`src/rtl/core/gwm_pkg.sv`:
```
`timescale 1ns / 1ps

package gwm_pkg;

    localparam int MAX_PATTERN = 32;
    // one cell per pattern position plus the end-of-pattern position
    localparam int NUM_CELLS   = MAX_PATTERN + 1;
    localparam int LEN_W       = $clog2(MAX_PATTERN + 1);

    localparam logic [7:0] CH_STAR     = 8'd42;
    localparam logic [7:0] CH_QUESTION = 8'd63;

    typedef enum logic [1:0] {
        REQ_PATTERN = 2'd0,
        REQ_SUBJECT = 2'd1,
        REQ_QUERY   = 2'd2
    } req_t;

    // broadcast from the controller to every cell
    typedef struct packed {
        logic             wr_en;
        logic [LEN_W-1:0] wr_idx;
        logic [7:0]       ch;
        logic             restart;
        logic             advance;
        logic [LEN_W-1:0] len;
    } cell_ctl_t;

endpackage

```
`src/rtl/core/gwm_cell.sv`:
```
`timescale 1ns / 1ps

module gwm_cell (
    input  logic                     aclk,
    input  logic                     aresetn,
    input  logic [gwm_pkg::LEN_W-1:0] cell_idx,
    input  gwm_pkg::cell_ctl_t       ctl,
    input  logic                     pass_star_in,
    input  logic                     adv_in,
    input  logic                     nstar_in,
    input  logic                     qstar_in,
    output logic                     pass_star_out,
    output logic                     adv_out,
    output logic                     nstar_out,
    output logic                     qstar_out,
    output logic                     end_hit,
    output logic                     query_hit
);
    import gwm_pkg::*;

    logic [7:0] char_reg;
    logic       act_reg;
    logic       act_next;
    logic       in_pat;
    logic       is_end;
    logic       is_star;
    logic       ch_ok;
    logic       cur;
    logic       nxt;
    logic       is_first;

    assign in_pat   = cell_idx < ctl.len;
    assign is_end   = cell_idx == ctl.len;
    assign is_first = cell_idx == '0;
    assign is_star  = in_pat && (char_reg == CH_STAR);
    assign ch_ok    = in_pat && ((char_reg == CH_QUESTION) || (char_reg == ctl.ch));

    // stored pattern never has two stars in a row, so closure is one hop
    assign cur           = act_reg | pass_star_in;
    assign pass_star_out = act_reg & is_star;
    assign adv_out       = cur & ch_ok;
    assign nxt           = (cur & is_star) | adv_in;
    assign nstar_out     = nxt & is_star;
    assign end_hit       = (nxt | nstar_in) & is_end;

    // empty subject: closure of the start set
    assign qstar_out = is_first & is_star;
    assign query_hit = (is_first | qstar_in) & is_end;

    always_comb begin
        act_next = act_reg;
        if (ctl.restart) begin
            act_next = is_first;
        end else if (ctl.advance) begin
            act_next = nxt;
        end
    end

    always_ff @(posedge aclk) begin
        if (!aresetn) begin
            act_reg <= is_first;
        end else begin
            act_reg <= act_next;
        end
    end

    always_ff @(posedge aclk) begin
        if (ctl.wr_en && (ctl.wr_idx == cell_idx)) begin
            char_reg <= ctl.ch;
        end
    end

endmodule

```
`src/rtl/core/glob_wildcard_matcher.sv`:
```
`timescale 1ns / 1ps

// Glob matcher: a subject byte string is checked against a stored pattern in which
// '*' matches any run of bytes (also none) and '?' matches any one byte. Pattern
// bytes (tuser = 0) load the pattern, the first byte of a run replacing the old one
// and tlast closing it; runs of stars are stored as one star. Subject bytes
// (tuser = 1) each advance a row of cells, one per pattern position plus one for
// the end position, each holding its pattern byte and an active bit; tlast on the
// subject gives one result. tuser = 2 asks for the empty subject and gives one
// result at once; tuser = 3 is dropped. A pattern of more than MAX_PATTERN bytes
// is flagged and every result then reports no match and pattern_too_long.
// The active set updates through the cell row as each subject byte is taken, and an
// item is taken in every cycle that the output register is free or being drained, so
// a result appears in the cycle after its last subject byte.
module glob_wildcard_matcher (
    input  logic       aclk,
    input  logic       aresetn,
    // input stream
    input  logic       s_tvalid,
    output logic       s_tready,
    input  logic [7:0] s_tdata,   // char_value[7:0]
    input  logic [1:0] s_tuser,   // req_type[1:0]
    input  logic       s_tlast,   // is_last
    // result stream
    output logic       m_tvalid,
    input  logic       m_tready,
    output logic [7:0] m_tdata    // match_found[0], pattern_too_long[1], zero[7:2]
);
    import gwm_pkg::*;

    logic             s_xfer;
    req_t             req;

    // pattern store control
    logic [LEN_W-1:0] len_reg,   len_next;
    logic [LEN_W-1:0] raw_reg,   raw_next;
    logic             ovf_reg,   ovf_next;
    logic             load_reg,  load_next;
    logic             lstar_reg, lstar_next;

    // result register
    logic             mvalid_reg, mvalid_next;
    logic             match_reg,  match_next;
    logic             long_reg,   long_next;

    cell_ctl_t        ctl;

    // neighbor links through the cell row
    logic [NUM_CELLS:0] pass_star;
    logic [NUM_CELLS:0] adv;
    logic [NUM_CELLS:0] nstar;
    logic [NUM_CELLS:0] qstar;
    logic [NUM_CELLS-1:0] end_hit;
    logic [NUM_CELLS-1:0] query_hit;

    assign s_tready = !mvalid_reg || m_tready;
    assign s_xfer   = s_tvalid && s_tready;
    assign req      = req_t'(s_tuser);

    assign pass_star[0] = 1'b0;
    assign adv[0]       = 1'b0;
    assign nstar[0]     = 1'b0;
    assign qstar[0]     = 1'b0;

    genvar gi;
    generate
        for (gi = 0; gi < NUM_CELLS; gi++) begin : g_cell
            gwm_cell u_cell (
                .aclk          (aclk),
                .aresetn       (aresetn),
                .cell_idx      (LEN_W'(gi)),
                .ctl           (ctl),
                .pass_star_in  (pass_star[gi]),
                .adv_in        (adv[gi]),
                .nstar_in      (nstar[gi]),
                .qstar_in      (qstar[gi]),
                .pass_star_out (pass_star[gi+1]),
                .adv_out       (adv[gi+1]),
                .nstar_out     (nstar[gi+1]),
                .qstar_out     (qstar[gi+1]),
                .end_hit       (end_hit[gi]),
                .query_hit     (query_hit[gi])
            );
        end
    endgenerate

    always_comb begin
        logic [LEN_W-1:0] base_len;
        logic [LEN_W-1:0] base_raw;
        logic             base_lstar;
        logic             ch_star;

        base_len   = load_reg ? len_reg : '0;
        base_raw   = load_reg ? raw_reg : '0;
        base_lstar = load_reg && lstar_reg;
        ch_star    = s_tdata == CH_STAR;

        len_next    = len_reg;
        raw_next    = raw_reg;
        ovf_next    = ovf_reg;
        load_next   = load_reg;
        lstar_next  = lstar_reg;
        mvalid_next = mvalid_reg && !m_tready;
        match_next  = match_reg;
        long_next   = long_reg;

        ctl.wr_en   = 1'b0;
        ctl.wr_idx  = base_len;
        ctl.ch      = s_tdata;
        ctl.restart = 1'b0;
        ctl.advance = 1'b0;
        ctl.len     = len_reg;

        if (s_xfer) begin
            case (req)
                REQ_PATTERN: begin
                    ctl.restart = 1'b1;
                    load_next   = !s_tlast;
                    len_next    = base_len;
                    raw_next    = base_raw;
                    lstar_next  = base_lstar;
                    ovf_next    = load_reg && ovf_reg;
                    if (base_raw < LEN_W'(MAX_PATTERN)) begin
                        raw_next = base_raw + 1'b1;
                        // a star right after a star adds nothing
                        if (!(ch_star && base_lstar)) begin
                            ctl.wr_en  = 1'b1;
                            len_next   = base_len + 1'b1;
                            lstar_next = ch_star;
                        end
                    end else begin
                        ovf_next = 1'b1;
                    end
                end
                REQ_SUBJECT: begin
                    load_next = 1'b0;
                    if (s_tlast) begin
                        ctl.restart = 1'b1;
                        mvalid_next = 1'b1;
                        match_next  = !ovf_reg && (|end_hit);
                        long_next   = ovf_reg;
                    end else begin
                        ctl.advance = 1'b1;
                    end
                end
                REQ_QUERY: begin
                    load_next   = 1'b0;
                    ctl.restart = 1'b1;
                    mvalid_next = 1'b1;
                    match_next  = !ovf_reg && (|query_hit);
                    long_next   = ovf_reg;
                end
                default: begin
                    // unused request type: no effect
                end
            endcase
        end
    end

    always_ff @(posedge aclk) begin
        if (!aresetn) begin
            len_reg    <= '0;
            raw_reg    <= '0;
            ovf_reg    <= 1'b0;
            load_reg   <= 1'b0;
            lstar_reg  <= 1'b0;
            mvalid_reg <= 1'b0;
        end else begin
            len_reg    <= len_next;
            raw_reg    <= raw_next;
            ovf_reg    <= ovf_next;
            load_reg   <= load_next;
            lstar_reg  <= lstar_next;
            mvalid_reg <= mvalid_next;
        end
    end

    // result payload
    always_ff @(posedge aclk) begin
        match_reg <= match_next;
        long_reg  <= long_next;
    end

    assign m_tvalid = mvalid_reg;
    assign m_tdata  = {6'b0, long_reg, match_reg};

endmodule

```
`config.mk`:
```
export PLATFORM = sky130hd
export DESIGN_NAME = glob_wildcard_matcher
export DESIGN_NICKNAME = d
export VERILOG_FILES = /design/src/rtl/core/gwm_pkg.sv /design/src/rtl/core/gwm_cell.sv /design/src/rtl/core/glob_wildcard_matcher.sv
export SDC_FILE = /design/constraint.sdc
export NUM_CORES = 1
export LEC_CHECK = 0
export BUFFER_PORTS_ARGS = -buffer_cell sky130_fd_sc_hd__buf_2
export CORE_MARGIN = 2
export CORE_UTILIZATION = 55
export DETAILED_ROUTE_END_ITERATION = 6
export GPL_TIMING_DRIVEN = 1
export PLACE_DENSITY = 0.8
export SYNTH_ARGS = -nofsm -noshare
export SYNTH_HDL_FRONTEND = slang
export SYNTH_SLANG_ARGS = --single-unit
export TNS_END_PERCENT = 50
```
`constraint.sdc`:
```
create_clock -name aclk -period 2.55 [get_ports aclk]
set_clock_uncertainty 0.1 [all_clocks]
set_input_delay 0.1275 -clock aclk [delete_from_list [all_inputs] [get_ports aclk]]
set_output_delay 0.1275 -clock aclk [all_outputs]
set_load 0.05 [all_outputs]
```
Yosys cells after proc, flatten, opt, wreduce, memory -nomap -nowiden
Index checks and enable logic that the tools add are counted.
{"block": "totals", "input_bits": 15, "word_cells": 714, "out_inout_bits": 10, "reg_bits": 315}
{"block": "classes", "n_addsub": 2, "eq_ne": 165, "bitwise_logic": 259, "magnitude_cmp": 34, "reduce_logical": 155, "mux": 25}
{"operator": "8-bit by 6-bit equality test with 1-bit output (second input constant)", "n": 66}
{"operator": "8-bit equality test", "n": 32}
{"operator": "1-bit AND", "n": 162}
{"operator": "1-bit logical AND", "n": 105}
{"operator": "5-bit by 6-bit equality test with 1-bit output (first input constant)", "n": 16}
{"operator": "6-bit by 5-bit equality test with 1-bit output (second input constant)", "n": 16}
{"operator": "5-bit by 6-bit less-than comparator with 1-bit output (first input constant)", "n": 16}
{"operator": "1-bit bitwise OR", "n": 96}
{"operator": "4-bit by 6-bit equality test with 1-bit output (first input constant)", "n": 8}
{"operator": "6-bit by 4-bit equality test with 1-bit output (second input constant)", "n": 8}
{"operator": "4-bit by 6-bit less-than comparator with 1-bit output (first input constant)", "n": 8}
{"operator": "1-bit logical OR", "n": 33}
{"operator": "33-bit OR reduction", "n": 1}
{"operator": "6-bit 2-to-1 mux", "n": 5}
{"operator": "3-bit by 6-bit equality test with 1-bit output (first input constant)", "n": 4}
{"operator": "6-bit by 3-bit equality test with 1-bit output (second input constant)", "n": 4}
{"operator": "3-bit by 6-bit less-than comparator with 1-bit output (first input constant)", "n": 4}
{"operator": "1-bit 2-to-1 mux", "n": 14}
{"operator": "6-bit by 1-bit adder with 6-bit output (second input constant)", "n": 2}
{"operator": "2-bit by 6-bit equality test with 1-bit output (first input constant)", "n": 2}
{"operator": "6-bit by 2-bit equality test with 1-bit output (second input constant)", "n": 2}
{"operator": "6-bit logical NOT", "n": 2}
{"operator": "1-bit by 6-bit less-than comparator with 1-bit output (first input constant)", "n": 2}
{"operator": "2-bit by 6-bit less-than comparator with 1-bit output (first input constant)", "n": 2}
{"operator": "18 further kinds", "n": 30}

Logic depth before layout (Yosys ltp)
{"block": "depth", "depth_word": 13, "depth_mapped": 12, "ltp_nobuf": 9}

By module
Synthesis repeated with hierarchy kept, for this count alone.
{"block": "hier_totals", "cells_unflattened": 2470, "hier_area_um2": 25140.4}
{"module": "gwm_cell", "seq_area_each_um2": 270.3, "area_each_um2": 723.2, "cells_per_inst": 70, "n_inst": 33}
{"module": "glob_wildcard_matcher", "seq_area_each_um2": 380.4, "area_each_um2": 1275.0, "cells_per_inst": 160, "n_inst": 1}

Worst setup path before layout
Ideal clock, no wire load.
{"block": "synth_timing", "path_type": "register to register", "startpoint": "reg mvalid_reg, in the netlist m_tvalid", "endpoint": "reg g_cell[12].u_cell.char_reg[0], enable pin", "setup_slack_ns": -0.648, "arrival_ns": 2.714, "path_stages_with_launch": 9, "required_time_ns": 2.067, "synth_period_minus_slack_ns": 3.198, "setup_ns": 0.383, "path_buffers": 2, "path_cell_list": "dfxtp_1 -> nand2b_1 -> clkbuf_1 -> and3_1 -> clkbuf_1 -> o21ai_1 -> nor2_1 -> nand2_1 -> nor3_1"}
{"block": "synth_via", "elab_chain_len": 5}
{"element": "from (decl)", "line": "glob_wildcard_matcher.sv:42", "source": "logic mvalid_reg, mvalid_next;"}
{"element": "from (signal assigned)", "line": "glob_wildcard_matcher.sv:174", "source": "mvalid_reg <= mvalid_next;"}
{"element": "1-bit logical NOT", "line": "glob_wildcard_matcher.sv:56", "source": "assign s_tready = !mvalid_reg || m_tready;"}
{"element": "1-bit logical OR", "line": "glob_wildcard_matcher.sv:56"}
{"element": "named net s_tready", "line": "glob_wildcard_matcher.sv:20", "source": "output logic s_tready,"}
{"element": "1-bit logical AND", "line": "glob_wildcard_matcher.sv:57", "source": "assign s_xfer = s_tvalid && s_tready;"}
{"element": "1-bit 2-to-1 mux", "line": "glob_wildcard_matcher.sv:114", "source": "if (s_xfer) begin"}
{"element": "1-bit logical AND", "line": "gwm_cell.sv:68", "source": "if (ctl.wr_en && (ctl.wr_idx == cell_idx)) begin"}
{"element": "to (signal assigned)", "line": "gwm_cell.sv:69", "source": "char_reg <= ctl.ch;"}
{"element": "to (decl)", "line": "gwm_cell.sv:21", "source": "logic [7:0] char_reg;"}
The timed path passes the listed nets, and every way through them passes these cells.
A chain may end at the register's enable or synchronous reset.

Worst setup path in the final report
{"block": "layout_timing", "startpoint": "reg len_reg[2]", "endpoint": "reg match_reg, data pin"}
{"block": "layout_via", "elab_chain_len": 13, "word_cells_on_any_way": 395, "classes_between": "33 x order compare; 32 x eq/ne; 2 x mux; 258 x bitwise; 70 x reduce/logical"}
{"element": "from (decl)", "line": "glob_wildcard_matcher.sv:35", "source": "logic [LEN_W-1:0] len_reg, len_next;"}
{"element": "from (signal assigned)", "line": "glob_wildcard_matcher.sv:169", "source": "len_reg <= len_next;"}
{"element": "1-bit by 6-bit less-than comparator with 1-bit output (tied with other cells)", "line": "gwm_cell.sv:32", "source": "assign in_pat = cell_idx < ctl.len;"}
{"element": "1-bit logical AND", "line": "gwm_cell.sv:35", "source": "assign is_star = in_pat && (char_reg == CH_STAR);"}
{"element": "1-bit AND, on equally long branches", "line": "gwm_cell.sv:40, gwm_cell.sv:42"}
{"element": "1-bit bitwise OR", "line": "gwm_cell.sv:39", "source": "assign cur = act_reg | pass_star_in;"}
{"element": "1-bit AND, on equally long branches", "line": "gwm_cell.sv:42, gwm_cell.sv:41"}
{"element": "1-bit bitwise OR", "line": "gwm_cell.sv:42", "source": "assign nxt = (cur & is_star) | adv_in;"}
{"element": "1-bit AND", "line": "gwm_cell.sv:43", "source": "assign nstar_out = nxt & is_star;"}
{"element": "1-bit bitwise OR", "line": "gwm_cell.sv:44", "source": "assign end_hit = (nxt | nstar_in) & is_end;"}
{"element": "1-bit AND", "line": "gwm_cell.sv:44"}
{"element": "33-bit OR reduction", "line": "glob_wildcard_matcher.sv:140", "source": "match_next = !ovf_reg && (|end_hit);"}
{"element": "1-bit logical AND", "line": "glob_wildcard_matcher.sv:140"}
{"element": "1-bit 2-to-1 mux", "line": "glob_wildcard_matcher.sv:137", "source": "if (s_tlast) begin"}
{"element": "1-bit one-hot mux with 2 select lines (*)", "line": "glob_wildcard_matcher.sv:115", "source": "case (req)"}
{"element": "to (signal assigned)", "line": "glob_wildcard_matcher.sv:180", "source": "match_reg <= match_next;"}
{"element": "to (decl)", "line": "glob_wildcard_matcher.sv:43", "source": "logic match_reg, match_next;"}
Every way passes the cells marked *; elsewhere a longest branch is shown, timed or not. The select of a mux whose other input is x is not followed.

==> impl_metrics.csv <==
group,metric,value,unit
status,outcome,"finished, violations left",
status,failed_checks,"setup timing",
placement,dp.cells,2150,
cts,cts_buffers,31,
finish,n_antenna_cell,0,
critical_path,r2r_cells,10,
global_route,grt_max_degree,49,
placement,gp_congestion,0.999,
run,drv_cap,0,
finish,stdcell_count,2220,
cts,cts_tree,"yes",
timing,clock.fmax,0.342,GHz
min_path,hold_path.startpoint,"s_tdata[7]",
finish,drive_gt1_share,27.2,%
detailed_routing,dr.pass1.iters,5,
yosys,async_flop_share,0,%
finish,nets,1836,
finish,fillers,1904,
cts,cts.path.max_buffers,3,
critical_path,path_max_fanout,9,
critical_path,path_class,"reg2reg",
finish,layout_commonest_cell,"buf_4",
global_route,grt_pass1_vias,13400,
global_route,groute.usage.overall,31.3,%
timing,period_needed,2920,ps
timing,worst_slack,-373,ps
yosys,synth_cell_types,80,
detailed_routing,drt_iter0_markers,1227,
die,rows,62,
critical_path,crit_start,"len_reg[2]",
cts,clk_pin_slew,70,ps
timing,holdWs,24.4,ps
critical_path,cp-start-kind,"flip-flop",
global_route,gr-total-overflow,0,
detailed_routing,wl_per_cell,21.7,um
placement,dp_hpwl,35000,um
yosys,synth_area_per_cell,11.2,um2
timing,max_slew.worst_pin.slew,654,ps
cts,clock_sinks,306,
finish,largest_register_ffs,256,
die,die_w,176,um
detailed_routing,wl,48200,um
global_route,antenna_found_initial,1,
cts,h-tree-depth,1,
critical_path,crit_arrival,3140,ps
yosys,synth_edf_count,258,
yosys,yosys_warnings,0,
die,start_util,56.1,%
timing,final-max-slew-violation-count,0,
finish,final_cell_mix,"buf_4, edfxtp_1, xnor2_1",
critical_path,end_kind,"flip-flop",
yosys,synthCells,1446,
critical_path,r2r_end,"match_reg",
detailed_routing,antenna_left,0,
timing,rsz0062_at_grt,"yes",
yosys,syn_area,16200,um2
critical_path,r2r_setup_slack,-370,ps
power_and_ir_drop,p_leak,0.00729,uW
finish,utilization,72.5,%
timing,setup_viol,1,
power_and_ir_drop,vdd_drop_max,493,uV
min_path,min_path_type,"in2reg",
yosys,synth_seq_cells,306,
die,coreArea,28900,um2
timing,fin_tns_setup,-373,ps
yosys,yosysSeqAreaShare,53.8,%
global_route,grt_pass1_wl,74500,um
timing,slew_headroom,55.8,%
detailed_routing,vias,13500,
timing,period_share,115,%
critical_path,required,2760,ps
power_and_ir_drop,powerDensity,517,nW/um2
finish,area_growth,29.1,%
timing,finalHoldViolCount,0,
critical_path,critical_path.endpoint,"match_reg",
die,die-area,30800,um2
detailed_routing,viasPerCell,6.07,
die,dieHeight,176,um
yosys,synth_top_flop_cell,"edfxtp_1",
cts,clk_latency,570,ps
die,ios,25,
critical_path,r2r-start,"len_reg[2]",
placement,pre_cts_ws,-416,ps
placement,io_buffers,18,
detailed_routing,drc,0,
cts,root_buffer,"clkbuf_16",
cell families after synthesis:
| family | after synthesis | synth area share, % |
|---|---|---|
| other | 1 | 0.0232 |
| XOR/XNOR | 259 | 14.0 |
| adder cells (fa/ha/maj) | 9 | 0.695 |
| AO/OA/AOI/OAI | 240 | 10.5 |
| flip-flops | 306 | 53.8 |
| AND/OR/NAND/NOR | 520 | 17.6 |
| buffers and inverters | 106 | 3.18 |
| multiplexers | 5 | 0.309 |
cell usage after synthesis (8+ instances only):
| library cell | count | area, um2 |
|---|---|---|
| nor2_1 | 116 | 435 |
| nand2b_1 | 9 | 56.3 |
| a31oi_1 | 13 | 81.3 |
| or4_1 | 10 | 75.1 |
| o21ai_1 | 8 | 40.0 |
| nor4_1 | 42 | 263 |
| and2_1 | 24 | 150 |
| ha_1 | 9 | 113 |
| buf_4 | 16 | 120 |
| a211oi_1 | 31 | 233 |
| dfxtp_1 | 48 | 961 |
| edfxtp_1 | 258 | 7750 |
| o21ai_0 | 42 | 210 |
| nor4bb_1 | 10 | 100 |
| or3_1 | 25 | 156 |
| a21boi_0 | 9 | 67.6 |
| o21a_1 | 8 | 60.1 |
| clkbuf_1 | 19 | 71.3 |
| nor2b_1 | 13 | 81.3 |
| nand4_1 | 53 | 332 |
| inv_1 | 28 | 105 |
| and3_1 | 24 | 150 |
| nor4b_1 | 8 | 70.1 |
| a21oi_1 | 42 | 210 |
| xor2_1 | 120 | 1050 |
| nand2_1 | 52 | 195 |
| nor3_1 | 41 | 205 |
| nand3_1 | 64 | 320 |
| xnor2_1 | 139 | 1220 |
| buf_2 | 40 | 200 |
per-layer routing:
layer / track usage (%) / vias to the layer above / wire (um)
met2: 51.2 / 592 / 22500
met5: 0 / - / 16
met1: 42.9 / 6628 / 20200
met3: 5.26 / 107 / 4070
met4: 9.92 / 2 / 1420
li1: - / 6155 / -
worst max-delay path: stages, from the launching register on:
cell	delay, ps
dfxtp_1	350
buf_4	190
or3_4	420
a21o_1	210
a41oi_2	170
o32ai_2	120
and3_1	230
nor4_2	290
o2111ai_1	180
nor4_2	280
a311oi_1	120
timing repair:
action,in CTS,in global routing
resized for setup,10,2
endpoints found under the setup margin,1,1
hold buffers,12,1
endpoints found under the hold margin,33,1
pin swaps,4,1
buffers inserted,0,0
stage by stage:
step | power, uW | area, um2
floorplan | 5960 | 16400
global placement | 6260 | 19700
detailed placement | 6280 | 19700
CTS | 10800 | 20900
global route | 11100 | 20900
finish | 10800 | 20900
how the worst min path moves through the flow:
stage / depth (start not counted) / end
3_5_place_dp: 2 / g_cell[31].u_cell.act_reg
6_report: 2 / g_cell[22].u_cell.char_reg[7]
3_3_place_gp: 2 / g_cell[31].u_cell.act_reg
4_1_cts: 2 / g_cell[12].u_cell.char_reg[7]
2_1_floorplan: 0 / g_cell[0].u_cell.char_reg[0]
5_1_grt: 2 / g_cell[24].u_cell.char_reg[7]
where the power goes:
group          internal, uW  switching (uW)  total (uW)
Clock                  2710            1880        4590
Combinational           304             462         766
Sequential             5430            17.1        5450
Total                  8450            2360       10800
layout make-up:
type / count / area (um2) / share of cell area (%)
repair buffers: 406 / 3340 / 16.0
clock buffers: 47 / 896 / 4.28
well taps: 384 / 480 / 2.30
flip-flops and latches: 306 / 8710 / 41.6
multi-input cells: 1039 / 7250 / 34.7
clock inverters: 10 / 131 / 0.628
inverters: 28 / 105 / 0.503
Power figures use the tool's default switching activity.
